===== config.mk =====
export PLATFORM = sky130hd
export DESIGN_NAME = cfba_ctrl
export DESIGN_NICKNAME = d
export VERILOG_FILES = /design/src/design/cfba_pkg.sv /design/src/design/cfba_ctrl.sv
export SDC_FILE = /design/constraint.sdc
export NUM_CORES = 1
export LEC_CHECK = 0
export ABC_AREA = 1
export BUFFER_PORTS_ARGS = -buffer_cell sky130_fd_sc_hd__buf_4
export CORE_MARGIN = 5
export CORE_UTILIZATION = 38
export DETAILED_ROUTE_END_ITERATION = 8
export GPL_TIMING_DRIVEN = 0
export PLACE_DENSITY = 0.73
export SETUP_SLACK_MARGIN = 0.3
export SYNTH_ARGS = -nofsm -noshare
export SYNTH_HDL_FRONTEND = slang
export SYNTH_SLANG_ARGS = --single-unit
export TNS_END_PERCENT = 10

===== constraint.sdc =====
create_clock -name clk -period 1.1 [get_ports clk]
set_input_delay 0.165 -clock clk [delete_from_list [all_inputs] [get_ports clk]]
set_output_delay 0.165 -clock clk [all_outputs]
set_load 0.1 [all_outputs]

===== src/design/cfba_pkg.sv =====
// Shared types, codes and command/status bundles for the chunked block allocator.
// No dependencies; every other design file refers to this package by scoped name.
`timescale 1ns / 1ps
`default_nettype none
package cfba_pkg;

	localparam int MAX_CHUNKS = 16;
	localparam int MAX_BLOCKS = 255;
	localparam int REG_W      = $clog2(MAX_CHUNKS);
	localparam int POS_W      = REG_W + 1;
	localparam int BLK_W      = 8;
	localparam int ADDR_W     = REG_W + BLK_W;

	typedef logic [REG_W-1:0]  region_t;
	typedef logic [POS_W-1:0]  pos_t;
	typedef logic [BLK_W-1:0]  blk_t;
	typedef logic [ADDR_W-1:0] addr_t;
	typedef logic [1:0]        status_t;

	localparam status_t ST_OK  = 2'd0;
	localparam status_t ST_OOM = 2'd1;
	localparam status_t ST_BAD = 2'd2;

	localparam logic FUNC_ALLOC = 1'b0;
	localparam logic FUNC_FREE  = 1'b1;

	typedef struct packed {
		logic    ld_in;
		logic    pos_zero;
		logic    pos_inc;
		logic    pos_dec;
		logic    pos_last;
		logic    sel_pos;
		logic    reg_zero;
		logic    reg_inc;
		logic    cnt_zero;
		logic    cnt_inc;
		logic    sweep_wr;
		logic    open_chunk;
		logic    take_rd;
		logic    take_upd;
		logic    free_upd;
		logic    drop_tail;
		logic    drop_last;
		logic    swap;
		logic    fc_sel_co;
		logic    st_ld;
		status_t st_code;
		logic    st_alloc;
		logic    out_ld;
	} cmd_t;

	typedef struct packed {
		logic cache_hit;
		logic pos_end;
		logic fc_co_nz;
		logic co_match;
		logic live_full;
		logic rl_reg;
		logic reg_last;
		logic sweep_last;
		logic free_bad;
		logic free_fills;
		logic pos_is_last;
		logic live_gt1;
		logic fc_co_full;
		logic out_free;
	} sts_t;

endpackage
`default_nettype wire


===== src/design/cfba_ctrl.sv =====
// Sequencer for the allocator: walks one request through its scan, open,
// take and release steps. Drives cfba_dp through cfba_pkg::cmd_t / sts_t.
`timescale 1ns / 1ps
`default_nettype none
module cfba_ctrl (
	input  wire logic          clk,
	input  wire logic          arst_n,
	input  wire logic          req_valid,
	input  wire logic          req_func,
	output logic               req_ready,
	input  wire cfba_pkg::sts_t sts,
	output cfba_pkg::cmd_t     cmd
);

	localparam logic [3:0] S_IDLE    = 4'd0;
	localparam logic [3:0] S_A_CHK   = 4'd1;
	localparam logic [3:0] S_A_SCAN  = 4'd2;
	localparam logic [3:0] S_A_NEW   = 4'd3;
	localparam logic [3:0] S_A_FIND  = 4'd4;
	localparam logic [3:0] S_A_SWEEP = 4'd5;
	localparam logic [3:0] S_A_OPEN  = 4'd6;
	localparam logic [3:0] S_A_TAKE  = 4'd7;
	localparam logic [3:0] S_A_TAKE2 = 4'd8;
	localparam logic [3:0] S_F_CHK   = 4'd9;
	localparam logic [3:0] S_F_SCAN  = 4'd10;
	localparam logic [3:0] S_F_EMPTY = 4'd11;
	localparam logic [3:0] S_F_PREV  = 4'd12;
	localparam logic [3:0] S_F_LAST  = 4'd13;
	localparam logic [3:0] S_RESP    = 4'd14;

	logic [3:0] state_q, state_d;

	assign req_ready = (state_q == S_IDLE);

	always_ff @(posedge clk or negedge arst_n) begin
		if (!arst_n) begin
			state_q <= S_IDLE;
		end else begin
			state_q <= state_d;
		end
	end

	always_comb begin
		cmd     = '0;
		state_d = state_q;
		unique case (state_q)
			S_IDLE: begin
				if (req_valid) begin
					cmd.ld_in = 1'b1;
					state_d   = (req_func == cfba_pkg::FUNC_FREE) ? S_F_CHK : S_A_CHK;
				end
			end
			S_A_CHK: begin
				cmd.fc_sel_co = 1'b1;
				if (sts.cache_hit) begin
					cmd.sel_pos = 1'b1;
					state_d     = S_A_TAKE;
				end else begin
					cmd.pos_zero = 1'b1;
					state_d      = S_A_SCAN;
				end
			end
			S_A_SCAN: begin
				cmd.fc_sel_co = 1'b1;
				if (sts.pos_end) begin
					state_d = S_A_NEW;
				end else if (sts.fc_co_nz) begin
					cmd.sel_pos = 1'b1;
					state_d     = S_A_TAKE;
				end else begin
					cmd.pos_inc = 1'b1;
				end
			end
			S_A_NEW: begin
				if (sts.live_full) begin
					cmd.st_ld   = 1'b1;
					cmd.st_code = cfba_pkg::ST_OOM;
					state_d     = S_RESP;
				end else begin
					cmd.reg_zero = 1'b1;
					state_d      = S_A_FIND;
				end
			end
			S_A_FIND: begin
				if (!sts.rl_reg) begin
					cmd.cnt_zero = 1'b1;
					state_d      = S_A_SWEEP;
				end else if (sts.reg_last) begin
					cmd.st_ld   = 1'b1;
					cmd.st_code = cfba_pkg::ST_OOM;
					state_d     = S_RESP;
				end else begin
					cmd.reg_inc = 1'b1;
				end
			end
			S_A_SWEEP: begin
				// thread the fresh chunk's links one block per cycle
				cmd.sweep_wr = 1'b1;
				if (sts.sweep_last) begin
					state_d = S_A_OPEN;
				end else begin
					cmd.cnt_inc = 1'b1;
				end
			end
			S_A_OPEN: begin
				cmd.open_chunk = 1'b1;
				state_d        = S_A_TAKE;
			end
			S_A_TAKE: begin
				cmd.take_rd = 1'b1;
				state_d     = S_A_TAKE2;
			end
			S_A_TAKE2: begin
				cmd.take_upd = 1'b1;
				cmd.st_ld    = 1'b1;
				cmd.st_code  = cfba_pkg::ST_OK;
				cmd.st_alloc = 1'b1;
				state_d      = S_RESP;
			end
			S_F_CHK: begin
				if (!sts.rl_reg) begin
					cmd.st_ld   = 1'b1;
					cmd.st_code = cfba_pkg::ST_BAD;
					state_d     = S_RESP;
				end else begin
					state_d = S_F_SCAN;
				end
			end
			S_F_SCAN: begin
				if (sts.pos_end) begin
					cmd.st_ld   = 1'b1;
					cmd.st_code = cfba_pkg::ST_BAD;
					state_d     = S_RESP;
				end else if (sts.co_match) begin
					cmd.st_ld = 1'b1;
					if (sts.free_bad) begin
						cmd.st_code = cfba_pkg::ST_BAD;
						state_d     = S_RESP;
					end else begin
						cmd.free_upd = 1'b1;
						cmd.st_code  = cfba_pkg::ST_OK;
						state_d      = sts.free_fills ? S_F_EMPTY : S_RESP;
					end
				end else begin
					cmd.pos_inc = 1'b1;
				end
			end
			S_F_EMPTY: begin
				if (sts.pos_is_last) begin
					if (sts.live_gt1) begin
						cmd.pos_dec = 1'b1;
						state_d     = S_F_PREV;
					end else begin
						state_d = S_RESP;
					end
				end else begin
					cmd.pos_last = 1'b1;
					state_d      = S_F_LAST;
				end
			end
			S_F_PREV: begin
				cmd.fc_sel_co = 1'b1;
				if (sts.fc_co_full) begin
					cmd.drop_tail = 1'b1;
				end
				state_d = S_RESP;
			end
			S_F_LAST: begin
				cmd.fc_sel_co = 1'b1;
				if (sts.fc_co_full) begin
					cmd.drop_last = 1'b1;
				end else begin
					cmd.swap = 1'b1;
				end
				state_d = S_RESP;
			end
			S_RESP: begin
				// hold until the output register is free
				if (sts.out_free) begin
					cmd.out_ld = 1'b1;
					state_d    = S_IDLE;
				end
			end
			default: begin
				state_d = S_IDLE;
			end
		endcase
	end

endmodule
`default_nettype wire


# --- After elaboration in Yosys (flattened, before gate mapping) ---
# Index checks and enable logic that the tools add are counted.
classes:
  eq_ne: 20
  reduce_logical: 4
  n_mux: 65
op_table:
  columns: ["cell", "count"]
  rows:
  - ["4-bit one-hot mux with 13 select lines", 1]
  - ["4-bit 2-to-1 mux", 12]
  - ["1-bit 2-to-1 mux", 33]
  - ["3-bit 2-to-1 mux", 10]
  - ["4-bit equality test (second input constant)", 7]
  - ["4-bit by 3-bit equality test with 1-bit output (second input constant)", 4]
  - ["3-bit one-hot mux with 5 select lines", 1]
  - ["2-bit 2-to-1 mux", 6]
  - ["3-bit inequality test (second input constant)", 3]
  - ["4-bit by 2-bit equality test with 1-bit output (second input constant)", 2]
  - ["2-bit inequality test (second input constant)", 3]
  - ["6-bit AND reduction", 1]
  - ["4-bit by 1-bit equality test with 1-bit output (second input constant)", 1]
  - ["4-bit logical NOT", 1]
  - ["1-bit one-hot mux with 2 select lines", 2]
  - ["4-bit OR reduction", 1]
  - ["3-bit OR reduction", 1]
totals:
  out_inout_bits: 25
  reg_bits: 4
  word_cells: 90
  input_bits: 18

# --- Depth between registers and ports, before layout ---
# Gate-level depths: netlist of run 1.
depth:
  depth_word: 5
  mapped_depth: 9
  mapped_depth_nobuf: 9

# --- Worst setup path before layout of run 1 ---
# Ideal clock, no wire load.
synth_path:
  path_type: "reg2out"
  from: "register state_q[2]"
  to: "output cmd[18] (netlist name)"
  arrival_ps: 2951
  required_time_ps: 935
  stages_incl_launch_ff: 4
  n_path_buf: 0
  slack_ps: -2016
  cell_sequence: "dfrtp_1 > nor2_2 > nand3b_1 > o21ai_0"
synth_rtl:
  columns: ["item", "line", "rtl"]
  rows:
  - ["start: declaration", "cfba_ctrl.sv:31", "logic [3:0] state_q, state_d;"]
  - ["start signal: assignment", "cfba_ctrl.sv:39", "state_q <= state_d;"]
  - ["end: declaration", "cfba_ctrl.sv:12", "output cfba_pkg::cmd_t cmd"]

==> qor.csv, run 1 <==
metric;value;unit
placed cell count;210;
I/O Buffers;42;
endpoints failing setup;29;
Crit Path Max Fanout;7;
latest clock arrival within the worst-skew pair;0.26;ns
Synth top area share;28.8;%
Mapped Cells;143;
CTS tree;built;
Worst Skew;0.00424;ns
Max Fclk;0.537;GHz
# rows;15;
Seq cells post-synth;4;
register cell area after layout;105;um2
final slew viol count;0;
syn_area_per_cell;4.83;um2
Root Driver;clkbuf_4;
final worst slack;-0.763;ns
area of the multi-input gates;719;um2
number of flip-flops in the largest register;4;
# nets final;220;
Routed WL;4.58;mm
fin crit share;169;%
die area;2770;um2
post-synthesis cell type count;15;
top flop regs;state_q x4;
Worst setup SP type;flip-flop;
CTS H-tree lvls;1;
GPL Wtd Cong;0.871;
largest net degree at the start of global routing;8;
DRT antenna net count;0;
global-route wire length before repair;4.91;mm
ratio of cells with drive above 1 in the final layout;56.2;%
post-synthesis net count;161;
failing checks;setup timing;
antenna cells;0;
Compound-Gate Fraction of Synth Area;2.17;%
Ys Warns;0;
Worst EP required;0.94;ns
DR DRC count;0;
largest family of logic cells by synthesized area;simple AND/OR/NAND/NOR gates;
multiplexer share of the synthesized area;0;%
initial core utilization;40.0;%
core footprint;1730;um2
Leakage;0.834;nW
Setup CP Type;reg2out;
post-synthesis simple-gate area fraction;69.2;%
XOR/XNOR share of the synthesized area;0;%
unrepaired setup endpoints after global routing;yes;
pwr/cell area;3420;nW/um2
status;finished with violations;
vias in the first global route;1098;
DR vias/cell;5.89;
Crit path arrival time;1.70;ns
First-pass DRT Iterations;5;
Top reg by flops;state_q;
area share of fa/ha/maj cells after synthesis;0;%
post-route insts no fill;226;
DP HPWL;2.08;mm
Tightest Pin Transition;0.331;ns
fillcell total;59;
drt initial violations;125;
max_slew headroom;77.8;%
CTS Sinks;4;
top post-synthesis cells by area;nand2_1 29%, nor2_1 16%, dfrtp_1 14%, inv_1 12%, nand3_1 10%;
cts bufs inserted;3;
Clk pin slew, worst setup/hold paths;0.05;ns
Synth-to-Final Area Change;136;%
area leader, netlist;nand2_1;
Die W;52.6;um
Post-Syn Area;691;um2
Hold Crit Class;in2reg;
detailed-route via count;1332;
Hold Vio Cnt, Final;0;
Seq/Total Area, Yosys;14.5;%
endpoint class of the critical path;primary output;
Worst VDD drop;2690;uV
Die Span Y;52.6;um
antenna violations before repair;0;
CTS Buffer Depth;2;
I/O pins;43;
max cap viols;0;
crit path time final;1.86;ns
GRT overflow;0;
post-DR wirelength/cell;20.3;um
gr usage total;24.0;%
worst hold slack;0.242;ns
-- repair_timing --
| action | in CTS | in global routing |
|---|---|---|
| endpoints found under the hold margin | 4 | 0 |
| pin swaps | 7 | 11 |
| gates cloned | 1 | 0 |
| endpoints found under the setup margin | 29 | 29 |
| hold buffers | 1 | 0 |
| setup buffers | 2 | 8 |
| resized for setup | 53 | 37 |
-- per-layer routing --
metal | GRT usage, % | wire, um | up-vias
li1 | - | - | 556
met1 | 28.2 | 1480 | 585
met2 | 41.3 | 2140 | 142
met3 | 6.55 | 526 | 49
met4 | 8.09 | 424 | 0
met5 | 0 | 0 | -
-- metrics by stage --
step | area (um2) | worst slack, ns | util, % | setup TNS, ns | total power, mW
CTS | 1430 | -0.620 | 83.0 | -14.24 | 4.59
global placement | 1170 | -0.448 | 67.8 | -8.70 | 3.90
finish | 1630 | -0.763 | 94.3 | -17.91 | 5.56
global route | 1630 | -0.825 | 94.3 | -19.29 | 5.78
detailed placement | 1170 | -0.450 | 67.8 | -8.96 | 3.93
floorplan | 825 | -0.922 | - | -16.99 | 3.16
-- Yosys cell counts --
library cell / n
nand2_2: 5
o21ai_0: 3
nor2_1: 29
nand3b_1: 1
nor3_1: 3
nor2_4: 1
nand2_1: 53
nand3_1: 14
nor2_2: 3
buf_4: 1
nand4_1: 1
nor3_2: 1
inv_1: 22
inv_2: 2
dfrtp_1: 4
-- final timing paths --
path / start / to / slack, ns / depth (start not counted)
worst max-delay path: state_q[2] / cmd[3] / -0.76 / 6
worst min-delay path: sts[6] / state_q[0] / 0.24 / 4
worst max register to register: state_q[1] / state_q[2] / -0.52 / 9
worst min register to register: state_q[1] / state_q[1] / 0.63 / 2
max in group asynchronous: arst_n / state_q[2] / 0.72 / 2
min in group asynchronous: arst_n / state_q[1] / 0.26 / 2
-- report_power, final --
part           total (mW)  internal, mW  switching (mW)
combinational        4.81          1.47            3.34
clock               0.244         0.139           0.105
sequential          0.510         0.247           0.263
total                5.56          1.86            3.70
-- final cells by class --
class                           instances  area share, %
Inverter                               24           6.69
Timing Repair Buffer                   53           38.4
Multi-Input combinational cell        115           44.2
Clock buffer                            4           1.61
Tap cell                               25           1.92
Sequential cell                         4           6.46
Buffer                                  1          0.692
-- logic make-up (layout without fill, tap and decap cells) --
family,count (synthesis),count (layout)
DFF,4,4
buffers and inverters,25,82
and+or+nand+nor,111,112
AOI/OAI and AO/OA,3,3
-- layout by cell type (no fill, tap or decap), drive strengths merged --
cell / netlist / routed
dlygate4sd3: 0 / 1
nand4: 1 / 1
buf: 1 / 53
dfrtp: 4 / 4
inv: 24 / 21
nand3b: 1 / 1
nor3: 4 / 4
nand2: 58 / 58
clkbuf: 0 / 4
nand3: 14 / 14
nor2: 33 / 34
clkinvlp: 0 / 1
clkinv: 0 / 2
o21ai: 3 / 3
-- critical path, cell delays in order, from the launching register on --
cell	delay, ns
dfrtp_2	0.52
inv_2	0.11
nand2_1	0.10
nor2_2	0.19
o21ai_2	0.12
o21ai_4	0.19
buf_12	0.19
No activity file was read; power rests on OpenSTA's default activity.
==> run 2: changes to the inputs <==
--- a/config.mk
+++ b/config.mk
@@ -5,13 +5,12 @@
 export SDC_FILE = /design/constraint.sdc
 export NUM_CORES = 1
 export LEC_CHECK = 0
-export ABC_AREA = 1
 export BUFFER_PORTS_ARGS = -buffer_cell sky130_fd_sc_hd__buf_4
 export CORE_MARGIN = 5
-export CORE_UTILIZATION = 38
+export CORE_UTILIZATION = 39
 export DETAILED_ROUTE_END_ITERATION = 8
 export GPL_TIMING_DRIVEN = 0
-export PLACE_DENSITY = 0.73
+export PLACE_DENSITY = 0.74
 export SETUP_SLACK_MARGIN = 0.3
 export SYNTH_ARGS = -nofsm -noshare
 export SYNTH_HDL_FRONTEND = slang
==> run 2 against run 1 <==
Flip-flop and latch count unchanged. Non-clock buffer count is 13 higher. Clock skew about the same. Die area grew 3.1%. The run still ends with setup timing left. Critical endpoint is now state_q[1]. Wire length rose by 11%. First-iteration DRC count fell by 7.2%. Fmax down 6.9%.
==> qor.csv, run 2 <==
metric;value;unit;change
drt initial violations;116;;-7.2%
crit path time final;2.00;ns;+0.139 ns
Async S/R FF share, synth;100;%;unchanged
DP HPWL;2.01;mm;-3.1%
Worst path max stage delay;0.51;ns;about the same
Setup CP Type;reg2reg;;
max_slew headroom;67.2;%;-11 points
Worst EP required;1.23;ns;+0.29 ns
Tightest Pin Transition;0.489;ns;+0.158 ns
DR vias/cell;6.80;;+15%
Clk pin slew, worst setup/hold paths;0.05;ns;about the same
GRT overflow;0;;unchanged
CTS Buffer Depth;2;;unchanged
Worst setup SP type;flip-flop;;
core footprint;1760;um2;+2.2%
# nets final;186;;-15%
worst hold slack;0.259;ns;+0.0164 ns
final slew viol count;0;;unchanged
most common cell after layout, fill and taps aside;buf_4;;
Synth-to-Final Area Change;130;%;
First-pass DRT Iterations;5;;unchanged
Leakage;0.712;nW;-15%
detailed-route via count;1299;;-2.5%
Crit path arrival time;2.13;ns;+0.43 ns
latest clock arrival within the worst-skew pair;0.26;ns;about the same
top post-synthesis cells by area;dfrtp_1 14%, nor2_1 8.2%, nor3_1 6.8%, nand2b_1 6.0%, a21oi_1 4.8%;;
endpoint class of the critical path;flip-flop;;
antenna cells;0;;unchanged
unrepaired setup endpoints after global routing;yes;;
cts bufs inserted;3;;unchanged
Post-Syn Area;736;um2;+6.5%
CTS tree;built;;
total power;5.97;mW;+7.3%
Worst Skew;0.00412;ns;-0.000114 ns
die area;2850;um2;+3.1%
CTS H-tree lvls;1;;unchanged
Mapped Cells;105;;-27%
Hold Vio Cnt, Final;0;;unchanged
most frequent cells in the layout;33 x buf_4, 17 x buf_6, 10 x nor2_1;;
Seq cells post-synth;4;;unchanged
ys flop type;dfrtp_1;;
Worst VDD drop;3440;uV;+28%
number of flip-flops in the largest register;4;;unchanged
Die Span Y;53.4;um;+1.5%
pwr/cell area;3530;nW/um2;+3.4%
Hold Crit Class;in2reg;;
CTS Sinks;4;;unchanged
final worst slack;-0.902;ns;-0.139 ns
syn_area_per_cell;7.01;um2;+45%
fillcell total;43;;-27%
fin crit share;182;%;+13 points
gr usage total;27.4;%;+3.5 points
count leader, synth;nor2_1;;
post-synthesis net count;123;;-24%
top flop regs;state_q x4;;
Routed WL;5.07;mm;+11%
# rows;15;;unchanged
Die W;53.4;um;+1.5%
Synth top cells by count;16 x nor2_1, 10 x nor3_1, 9 x nand2_1, 7 x a21oi_1, 7 x nand2b_1;;
global-route wire length before repair;5.71;mm;+16%
DRT antenna net count;0;;unchanged
Top reg by flops;state_q;;
Crit Path Max Fanout;4;;-3
vias in the first global route;1191;;+8.5%
GPL Wtd Cong;0.795;;-8.7%
I/O pins;43;;unchanged
Ys Warns;0;;unchanged
failing checks;setup timing;;
I/O Buffers;42;;unchanged
Synth top area share;13.6;%;-15 points
Root Driver;clkbuf_4;;
post-synthesis cell type count;43;;+28
Seq/Total Area, Yosys;13.6;%;-0.89 points
Crit-path slowest cell;or4_4;;
antenna violations before repair;0;;unchanged
Max Fclk;0.499;GHz;-6.9%
DR DRC count;0;;unchanged
ratio of cells with drive above 1 in the final layout;66.3;%;+10 points
area leader, netlist;dfrtp_1;;
initial core utilization;41.7;%;+1.7 points
max cap viols;0;;unchanged
endpoints failing setup;29;;unchanged
critical-path cell list;buf_4 -> or4_4 -> a21oi_4 -> nor3_2 -> o21ai_2 -> mux2_4;;
dpl ws;-0.960;ns;-0.511 ns
post-DR wirelength/cell;26.6;um;+31%
largest net degree at the start of global routing;11;;+3
EDFF count, synth;0;;unchanged
status;finished with violations;;
## run 2: changes by cell type after synthesis, sizes merged, moves of 5 or more
| cell | delta |
|---|---|
| a21oi | +8 |
| buf | +5 |
| inv | -21 |
| nand2 | -49 |
| nand2b | +7 |
| nand3 | -13 |
| nor2 | -17 |
| nor3 | +8 |
## run 2: final timing paths
path / start / to / slack (ns) / cells past startpoint
setup reg to reg: state_q[1] / state_q[1] / -0.90 / 6
hold reg to reg: state_q[2] / state_q[2] / 0.85 / 2
hold / removal: sts[6] / state_q[0] / 0.26 / 3
min in group asynchronous: arst_n / state_q[3] / 0.28 / 2
setup / recovery: state_q[1] / state_q[1] / -0.90 / 6
max in group asynchronous: arst_n / state_q[1] / 0.70 / 2
## run 2: repair_timing
action | 4_1_cts | 5_1_grt
buffers inserted | 11 | 4
gates resized for setup | 65 | 21
pin swaps | 8 | 6
endpoints found under the hold margin | 4 | 0
hold buffers | 1 | 0
setup endpoints to repair | 29 | 29
## run 2: through the flow
step | TNS (ns) | util [%] | instances | cell area, um2
after floorplan | -32.74 | - | 105 | 893
after global placement | -18.92 | 70.3 | 172 | 1240
after detailed placement | -19.20 | 70.3 | 172 | 1240
after CTS | -18.07 | 89.9 | 187 | 1590
after global routing | -21.78 | 95.8 | 191 | 1690
final | -20.97 | 95.8 | 191 | 1690
## run 2: layout make-up
cell class | count | area (um2) | area share (%)
multi-input cells | 89 | 788 | 46.6
repair buffers | 58 | 616 | 36.4
plain buffers | 9 | 119 | 7.03
flip-flops and latches | 4 | 103 | 6.07
well taps | 25 | 31.3 | 1.85
clock buffers | 3 | 22.5 | 1.33
inverters | 3 | 11.3 | 0.666
## run 2: per-layer routing
metal,GRT usage (%),routed length [um],vias to the layer above
met5,0,0,-
met4,12.8,375,0
met3,6.48,620,51
met2,47.6,2380,140
met1,31.1,1700,598
li1,-,-,510
## run 2: power by group
group	switching, mW	internal [mW]
Clock	0.0927	0.124
Combinational	3.42	1.96
Sequential	0.130	0.237
Total	3.64	2.33
## run 2: cell families (layout without fill, tap and decap cells)
group,count (synthesis),count (layout),share of synthesized area (%)
AO/OA/AOI/OAI,23,23,22.8
XOR/XNOR,1,1,1.19
buffers and inverters,12,73,9.01
flip-flops,4,4,13.6
multiplexers,3,3,4.42
AND/OR/NAND/NOR,62,62,49.0
## run 2: worst max-delay path, delay by kind of cell, from the launching register on
family                 cells  cell delay (ns)
flip-flops                 1             0.45
multiplexers               1             0.33
AO/OA/AOI/OAI              2             0.31
buffers and inverters      1             0.18
AND/OR/NAND/NOR            2             0.61
